===== src/rtl/sliding_window_median_filter_unit_assert.svh =====
// Assertion macros shared by the median filter RTL.
`ifndef SLIDING_WINDOW_MEDIAN_FILTER_UNIT_ASSERT_SVH
`define SLIDING_WINDOW_MEDIAN_FILTER_UNIT_ASSERT_SVH

// Consequent must hold in the same cycle as the antecedent.
`define SWMF_ASSERT_IMP(lbl, clk, rst_n, ante, cons, msg) \
  lbl: assert property (@(posedge clk) disable iff (!rst_n) (ante) |-> (cons)) \
    else $error(msg);

// Consequent must hold in the cycle after the antecedent.
`define SWMF_ASSERT_NXT(lbl, clk, rst_n, ante, cons, msg) \
  lbl: assert property (@(posedge clk) disable iff (!rst_n) (ante) |=> (cons)) \
    else $error(msg);

`endif


===== src/rtl/swmf_pkg.sv =====
// Shared constants and types for the sliding window median filter.
`timescale 1ns / 1ps
`default_nettype none

package swmf_pkg;

  localparam int unsigned WindowDefault     = 8;
  localparam int unsigned SampleBitsDefault = 16;

  // Flags that one cell of the sorted chain shows to its neighbors.
  typedef struct packed {
    logic vld;    // cell holds a sample for this request
    logic le;     // cell value is less than or equal to the new sample
    logic shift;  // cell sits at or above the evicted sample
  } cell_flags_t;

endpackage

`default_nettype wire


===== src/rtl/swmf_ifs.sv =====
// Valid/ready channel interfaces for samples and median results.
`timescale 1ns / 1ps
`default_nettype none

interface swmf_sample_if #(
  parameter int unsigned SampleBits = swmf_pkg::SampleBitsDefault
);
  logic                  valid;
  logic                  ready;
  logic [SampleBits-1:0] distance;
  logic                  clear_window;

  modport source (output valid, output distance, output clear_window, input ready);
  modport sink   (input valid, input distance, input clear_window, output ready);
endinterface

interface swmf_result_if #(
  parameter int unsigned SampleBits = swmf_pkg::SampleBitsDefault
);
  logic                valid;
  logic                ready;
  logic [SampleBits:0] median_half;
  logic                median_valid;

  modport source (output valid, output median_half, output median_valid, input ready);
  modport sink   (input valid, input median_half, input median_valid, output ready);
endinterface

`default_nettype wire


===== src/rtl/swmf_cell.sv =====
// One cell of the sorted sample chain: drops the oldest sample and inserts the new one.
`timescale 1ns / 1ps
`default_nettype none

module swmf_cell #(
  parameter int unsigned SampleBits = swmf_pkg::SampleBitsDefault
) (
  input  wire                        clk_i,
  input  wire                        rst_ni,
  input  wire                        en_i,
  input  wire                        clear_i,
  input  wire                        full_i,
  input  wire  [SampleBits-1:0]      sample_i,
  input  wire  [SampleBits-1:0]      oldest_i,
  input  wire swmf_pkg::cell_flags_t left_flags_i,
  input  wire  [SampleBits-1:0]      left_val_i,
  input  wire swmf_pkg::cell_flags_t right_flags_i,
  input  wire  [SampleBits-1:0]      right_val_i,
  output swmf_pkg::cell_flags_t      flags_o,
  output logic [SampleBits-1:0]      val_o,
  output logic [SampleBits-1:0]      next_val_o,
  output logic                       vld_o
);

  logic                  vld_q, vld_d;
  logic [SampleBits-1:0] val_q, val_d;
  logic                  vld_eff;
  logic                  le;
  logic                  shift;
  logic [SampleBits-1:0] r_val, l_val;
  logic                  r_vld, r_le, l_vld, l_le;

  // A clearing request empties the whole chain before the new sample goes in.
  assign vld_eff = vld_q & ~clear_i;
  assign le      = vld_eff && (val_q <= sample_i);
  // Equal values are interchangeable, so the first copy of the oldest value is removed.
  assign shift   = full_i && vld_eff && (val_q >= oldest_i);

  assign flags_o = '{vld: vld_eff, le: le, shift: shift};
  assign val_o   = val_q;
  assign vld_o   = vld_q;

  // Content of this slot and the one below after the oldest sample is taken out.
  always_comb begin
    r_val = shift ? right_val_i : val_q;
    r_vld = shift ? right_flags_i.vld : vld_eff;
    r_le  = shift ? right_flags_i.le : le;
    l_val = left_flags_i.shift ? val_q : left_val_i;
    l_vld = left_flags_i.shift ? vld_eff : left_flags_i.vld;
    l_le  = left_flags_i.shift ? le : left_flags_i.le;
  end

  always_comb begin
    priority if (r_le) begin
      val_d = r_val;
      vld_d = r_vld;
    end else if (l_le) begin
      val_d = sample_i;
      vld_d = 1'b1;
    end else begin
      val_d = l_val;
      vld_d = l_vld;
    end
  end

  assign next_val_o = val_d;

  always_ff @(posedge clk_i or negedge rst_ni) begin
    if (!rst_ni) begin
      vld_q <= 1'b0;
    end else if (en_i) begin
      vld_q <= vld_d;
    end
  end

  always_ff @(posedge clk_i) begin
    if (en_i) begin
      val_q <= val_d;
    end
  end

endmodule

`default_nettype wire


===== src/rtl/sliding_window_median_filter_unit.sv =====
// Top level of the sliding window median filter built on a sorted chain of cells.
//
//   channel    dir  payload                        accepted when
//   sample_i   in   distance, clear_window         valid && ready
//   result_o   out  median_half, median_valid      valid && ready
//
// Each request's result is registered at the edge that takes it and offered in the next cycle.
// A new request is taken while a result waits only if that result leaves the same cycle.
// The chain of Window cells is re-sorted combinationally for each request taken; the two middle cells feed the adder.
// Reset empties the chain and the fill count; no clearing pass is needed.
// A stalled result holds the output register and stops new requests.
`timescale 1ns / 1ps
`default_nettype none
`include "sliding_window_median_filter_unit_assert.svh"

module sliding_window_median_filter_unit #(
  parameter int unsigned Window     = swmf_pkg::WindowDefault,
  parameter int unsigned SampleBits = swmf_pkg::SampleBitsDefault
) (
  input  wire             clk_i,
  input  wire             rst_ni,
  swmf_sample_if.sink     sample_i,
  swmf_result_if.source   result_o
);

  localparam int unsigned FillBits = $clog2(Window + 1);
  localparam int unsigned MidLo    = Window / 2 - 1;
  localparam int unsigned MidHi    = Window / 2;

  logic                  accept;
  logic                  full_now;
  logic [FillBits-1:0]   fill_q, fill_d;
  logic                  out_valid_q;
  logic [SampleBits:0]   median_half_q;
  logic                  median_valid_q;
  logic [SampleBits-1:0] hist_q [Window];
  logic [Window-1:0]     cell_vld;

  swmf_pkg::cell_flags_t flags    [Window];
  logic [SampleBits-1:0] vals     [Window];
  logic [SampleBits-1:0] next_vals[Window];

  assign sample_i.ready = !out_valid_q || result_o.ready;
  assign accept         = sample_i.valid && sample_i.ready;

  assign full_now = !sample_i.clear_window && (fill_q == FillBits'(Window));

  always_comb begin
    priority if (sample_i.clear_window) begin
      fill_d = FillBits'(1);
    end else if (fill_q == FillBits'(Window)) begin
      fill_d = fill_q;
    end else begin
      fill_d = fill_q + FillBits'(1);
    end
  end

  // Arrival-order line: the last tap is the sample that leaves the window next.
  always_ff @(posedge clk_i) begin
    if (accept) begin
      hist_q[0] <= sample_i.distance;
      for (int unsigned j = 1; j < Window; j++) begin
        hist_q[j] <= hist_q[j-1];
      end
    end
  end

  for (genvar i = 0; i < Window; i++) begin : g_cell
    swmf_pkg::cell_flags_t left_flags, right_flags;
    logic [SampleBits-1:0] left_val, right_val;

    if (i == 0) begin : g_bottom
      // The slot below the chain behaves as a smaller value, so insertion can start here.
      assign left_flags = '{vld: 1'b1, le: 1'b1, shift: 1'b0};
      assign left_val   = '0;
    end else begin : g_inner_l
      assign left_flags = flags[i-1];
      assign left_val   = vals[i-1];
    end

    if (i == Window - 1) begin : g_top
      assign right_flags = '{vld: 1'b0, le: 1'b0, shift: 1'b0};
      assign right_val   = '0;
    end else begin : g_inner_r
      assign right_flags = flags[i+1];
      assign right_val   = vals[i+1];
    end

    swmf_cell #(
      .SampleBits (SampleBits)
    ) u_cell (
      .clk_i         (clk_i),
      .rst_ni        (rst_ni),
      .en_i          (accept),
      .clear_i       (sample_i.clear_window),
      .full_i        (full_now),
      .sample_i      (sample_i.distance),
      .oldest_i      (hist_q[Window-1]),
      .left_flags_i  (left_flags),
      .left_val_i    (left_val),
      .right_flags_i (right_flags),
      .right_val_i   (right_val),
      .flags_o       (flags[i]),
      .val_o         (vals[i]),
      .next_val_o    (next_vals[i]),
      .vld_o         (cell_vld[i])
    );
  end

  always_ff @(posedge clk_i or negedge rst_ni) begin
    if (!rst_ni) begin
      fill_q      <= '0;
      out_valid_q <= 1'b0;
    end else begin
      if (accept) begin
        fill_q      <= fill_d;
        out_valid_q <= 1'b1;
      end else if (result_o.ready) begin
        out_valid_q <= 1'b0;
      end
    end
  end

  always_ff @(posedge clk_i) begin
    if (accept) begin
      median_valid_q <= (fill_d == FillBits'(Window));
      if (fill_d == FillBits'(Window)) begin
        median_half_q <= {1'b0, next_vals[MidLo]} + {1'b0, next_vals[MidHi]};
      end else begin
        median_half_q <= '0;
      end
    end
  end

  assign result_o.valid        = out_valid_q;
  assign result_o.median_half  = median_half_q;
  assign result_o.median_valid = median_valid_q;

  `SWMF_ASSERT_IMP(a_fill_bound, clk_i, rst_ni, 1'b1, fill_q <= FillBits'(Window), "fill count overran the window")
  `SWMF_ASSERT_IMP(a_cells_match_fill, clk_i, rst_ni, 1'b1, $countones(cell_vld) == int'(fill_q), "occupied cells differ from fill count")
  `SWMF_ASSERT_NXT(a_clear_restart, clk_i, rst_ni, accept && sample_i.clear_window, fill_q == FillBits'(1), "clearing request did not restart the window")
  `SWMF_ASSERT_IMP(a_flag_matches_fill, clk_i, rst_ni, out_valid_q, median_valid_q == (fill_q == FillBits'(Window)), "median flag disagrees with fill count")
  `SWMF_ASSERT_IMP(a_partial_zero, clk_i, rst_ni, out_valid_q && !median_valid_q, median_half_q == '0, "median not zero while window fills")

endmodule

`default_nettype wire

===== src/flat_wrapper.sv =====
// flat-port wrapper written by rule: the top's interface ports become plain ports
module sliding_window_median_filter_unit_flat 
#(
  parameter int unsigned Window     = swmf_pkg::WindowDefault,
  parameter int unsigned SampleBits = swmf_pkg::SampleBitsDefault
)
  (clk_i, rst_ni, sample_i_valid, sample_i_distance, sample_i_clear_window, sample_i_ready, result_o_valid, result_o_median_half, result_o_median_valid, result_o_ready);
  swmf_sample_if #(.SampleBits(SampleBits)) sample_i_i ();
  swmf_result_if #(.SampleBits(SampleBits)) result_o_i ();
  input  wire clk_i;
  input  wire rst_ni;
  input wire logic [$bits(sample_i_i.valid)-1:0] sample_i_valid;
  input wire logic [$bits(sample_i_i.distance)-1:0] sample_i_distance;
  input wire logic [$bits(sample_i_i.clear_window)-1:0] sample_i_clear_window;
  output wire logic [$bits(sample_i_i.ready)-1:0] sample_i_ready;
  output wire logic [$bits(result_o_i.valid)-1:0] result_o_valid;
  output wire logic [$bits(result_o_i.median_half)-1:0] result_o_median_half;
  output wire logic [$bits(result_o_i.median_valid)-1:0] result_o_median_valid;
  input wire logic [$bits(result_o_i.ready)-1:0] result_o_ready;
  assign sample_i_i.valid = sample_i_valid;
  assign sample_i_i.distance = sample_i_distance;
  assign sample_i_i.clear_window = sample_i_clear_window;
  assign sample_i_ready = sample_i_i.ready;
  assign result_o_valid = result_o_i.valid;
  assign result_o_median_half = result_o_i.median_half;
  assign result_o_median_valid = result_o_i.median_valid;
  assign result_o_i.ready = result_o_ready;
  sliding_window_median_filter_unit #(.Window(Window), .SampleBits(SampleBits)) u_core (.clk_i(clk_i), .rst_ni(rst_ni), .sample_i(sample_i_i), .result_o(result_o_i));
endmodule

===== config.mk =====
export PLATFORM = sky130hd
export DESIGN_NAME = sliding_window_median_filter_unit_flat
export DESIGN_NICKNAME = d
export VERILOG_FILES = /design/src/rtl/swmf_pkg.sv /design/src/rtl/swmf_ifs.sv /design/src/rtl/swmf_cell.sv /design/src/rtl/sliding_window_median_filter_unit.sv /design/src/flat_wrapper.sv
export VERILOG_INCLUDE_DIRS = /design/src /design/src/rtl
export SDC_FILE = /design/constraint.sdc
export NUM_CORES = 1
export LEC_CHECK = 0
export BUFFER_PORTS_ARGS = -buffer_cell sky130_fd_sc_hd__clkbuf_2
export CORE_ASPECT_RATIO = 1.25
export CORE_MARGIN = 8
export CORE_UTILIZATION = 58
export CTS_CLUSTER_DIAMETER = 200
export DETAILED_ROUTE_END_ITERATION = 8
export PLACE_DENSITY = 0.88
export SETUP_SLACK_MARGIN = 0.5
export SLEW_MARGIN = 15
export SYNTH_ARGS = -nofsm -noshare
export SYNTH_HDL_FRONTEND = slang
export SYNTH_SLANG_ARGS = --single-unit

===== constraint.sdc =====
create_clock -name clk_i -period 8.69 [get_ports clk_i]
set_input_delay 1.738 -clock clk_i [delete_from_list [all_inputs] [get_ports clk_i]]
set_output_delay 1.738 -clock clk_i [all_outputs]
set_load 0.01 [all_outputs]

==> impl_metrics.yaml <==
run_status:
  outcome: "finished, final reports clean"
synth:
  synth_top_area_share_pct: 42.1
  synthArstFlopShare_pct: 4.53
  syn_area_per_cell_um2: 11.2
  ys_warn_count: 0
  synth_nets: 2049
  yosys_register_bits: 287
  ys_types: 82
  yosysTopAreaCell: "edfxtp_1"
  synth_edf_count: 274
  syn_inst: 1753
  synth_area_leaders: "edfxtp_1, ha_1, mux2i_1, o211ai_1, o22a_1"
  synth_seq_area_share_pct: 43.7
  synth_area_um2: 19600
  synth_ff_type: "edfxtp_1"
detailed_routing:
  vias: 15400
  m1WireLength_um: 26100
  drt-initial-drc-count: 1674
  met3WireLength_um: 4970
  drt-total-wl_um: 65400
  routedWlPerCell_um: 29.6
  drtPass1Iterations: 5
  wl_met2_um: 30000
  vias_per_cell: 6.97
  route.detailed.drc: 0
  ant_nets: 0
  top_layer: "met4"
job:
  maxCapViolCount: 0
floorplanning:
  die_area_um2: 39900
  die-height_um: 221
  io_pins: 41
  num_rows: 75
  start_util_pct: 58.6
  die_x_um: 180
  core_um2: 33400
setup_path:
  timing.rr.end: "u_core.result_o.median_half[14]$_SDFFCE_PN0P_"
  required_ns: 9.01
  crit_path_end_kind: "register"
  cp_max_fo: 17
  regToRegSetupSlack_ns: 2.36
  cp-start-kind: "input pin"
  r2r_start: "u_core.hist_q[1][61]$_DFFE_PP_"
  cp.arrival_ns: 7.68
  critical_path_class: "input pin to register"
  worstRegToRegCells: 20
sta:
  finalSetupViolations: 0
  min_period_over_period_pct: 84.7
  maxSlewHeadroom_pct: 26.7
  holdWs_ns: 0.412
  worst_pin_slew_ns: 1.10
  fin_ws_ns: 1.33
  rsz0062_at_grt: "false"
  finalCriticalPeriod_ns: 7.36
  final.setup.tns_ns: 0
  skew_ns: 0.0241
  finalHoldViolations: 0
  max_freq_ghz: 0.136
  drv_slew: 0
hold_path:
  hold_path_end: "u_core.hist_q[0][53]$_DFFE_PP_"
  whs_path_depth: 0
  worstHoldStart: "u_core.hist_q[0][37]$_DFFE_PP_"
  hp-class: "register to register"
grt:
  grt_usage_pct: 31.9
  grt_pass1_vias: 15100
  grt_max_degree: 129
  grt.overflow.total: 0
  antenna_found_initial: 0
  grt_pass1_wl_um: 96600
clocking:
  ctsResizeCount: 0
  clockBufferDepth: 3
  postCtsSetupRepairBufs: 0
  tritoncts: "yes"
  clk_pin_slew_worst_paths_ns: 0.06
  cts_root_buffer: "clkbuf_16"
  clk_latency_ns: 0.59
  cts_hold_buf: 0
  cts.sinks: 287
  cts_buffers: 30
  htree_levels: 1
layout:
  syn_to_final_growth_pct: 7.91
  final_cells: 2212
  n_antenna_cell: 0
  fin_util_pct: 63.2
  drive_gt1_share_pct: 8.61
  design_area_um2: 21100
  fin_nets: 2061
power:
  p_leak_nw: 8.42
  p_per_area_nw_per_um2: 230
  p_total_mw: 4.86
  vdd_drop_max_uv: 185
placed_design:
  portBuffers: 40
  dp_hpwl_um: 48100
  place_ws_ns: 0.857
  placed_cell_area_um2: 20100
  gp_congestion: 1.02
  dp.cells: 2156
[cells in the final DEF (no fill, tap or decap), types with 32 or more instances in the layout]
cell type / instances
a21o_1: 47
a21oi_1: 108
clkbuf_2: 40
edfxtp_1: 274
ha_1: 274
inv_1: 55
mux2i_1: 107
nand2_1: 79
nand4_1: 36
nor2_1: 98
nor3_1: 32
o211ai_1: 79
o21ai_0: 111
o22a_1: 65
[layout make-up]
cell class	instances	area (um^2)
inverter	56	218
multi-input combinational	1323	10400
clock buffer	37	798
timing repair buffer	67	403
fill	2643	12300
clock inverter	19	225
tap	423	529
sequential	287	8550
[sequential cells by signal, summed over array words and instances (netlist names)]
register / count
u_core.result_o.median_half: 17
u_core.hist_q: 128
u_core.result_o.valid: 1
u_core.fill_q: 4
u_core.result_o.median_valid: 1
u_core.g_cell.u_cell.vld_o: 8
u_core.g_cell.u_cell.val_o: 128
[where the power goes]
| part | internal (mW) | switching [mW] | total (mW) |
|---|---|---|---|
| clock network | 0.776 | 0.585 | 1.36 |
| registers | 1.73 | 0.207 | 1.94 |
| logic | 0.597 | 0.965 | 1.56 |
| total | 3.10 | 1.76 | 4.86 |
[routing by layer]
| layer | up-vias | global-route usage [%] |
|---|---|---|
| met4 | 0 | 20.3 |
| met3 | 202 | 4.75 |
| met5 | - | 0 |
| met2 | 808 | 51.2 |
| met1 | 7459 | 40.1 |
| li1 | 6940 | - |
[logic make-up after synthesis]
kind of cell             count (synthesis)  synth area share, %
multiplexers                           124                 6.51
flip-flops                             287                 43.7
buffers and inverters                  143                 3.37
XOR/XNOR                                11                0.492
AO/OA/AOI/OAI                          580                 20.1
adder cells (fa/ha/maj)                275                 17.6
AND/OR/NAND/NOR                        333                 8.23
[cell usage after synthesis (all sizes together), types with 24 or more instances]
library cell and count:
clkbuf 37, o22a 65, nand4 36, o21ai 141
o211ai 80, nand3 24, mux2i 108, buf 50
inv 55, ha 274, nand2 81, a21o 47
nor2 100, a21oi 110, edfxtp 274, nor3 32
[worst max path at each step]
stage                                      from                                             to  slack [ns]
after global routing      sample_i_distance[14]  u_core.result_o.median_half[15]$_SDFFCE_PN0P_        1.10
final                     sample_i_distance[15]  u_core.result_o.median_half[14]$_SDFFCE_PN0P_        1.33
after global placement    sample_i_distance[14]  u_core.result_o.median_half[14]$_SDFFCE_PN0P_        0.93
after floorplan            sample_i_distance[7]  u_core.result_o.median_half[14]$_SDFFCE_PN0P_        2.01
after CTS                 sample_i_distance[14]  u_core.result_o.median_half[14]$_SDFFCE_PN0P_        1.40
after detailed placement  sample_i_distance[14]  u_core.result_o.median_half[14]$_SDFFCE_PN0P_        0.86
[worst max-delay path, cell delays in order]
cell and delay, ns:
clkbuf_2 0.22, inv_1 0.28, ha_1 0.38, nand4_1 0.18, nor4_1 0.66, a21boi_0 0.45
o31ai_1 0.21, nand3b_2 0.56, o22a_1 0.32, o211ai_1 0.09, o21ai_1 0.14, ha_1 0.26
fa_1 0.44, a211o_1 0.31, a21oi_1 0.18, o21ai_0 0.15, a41o_1 0.29, o41a_1 0.35
a31oi_1 0.21, xor2_1 0.17, nor2_1 0.06
Power figures use the tool's default switching activity.
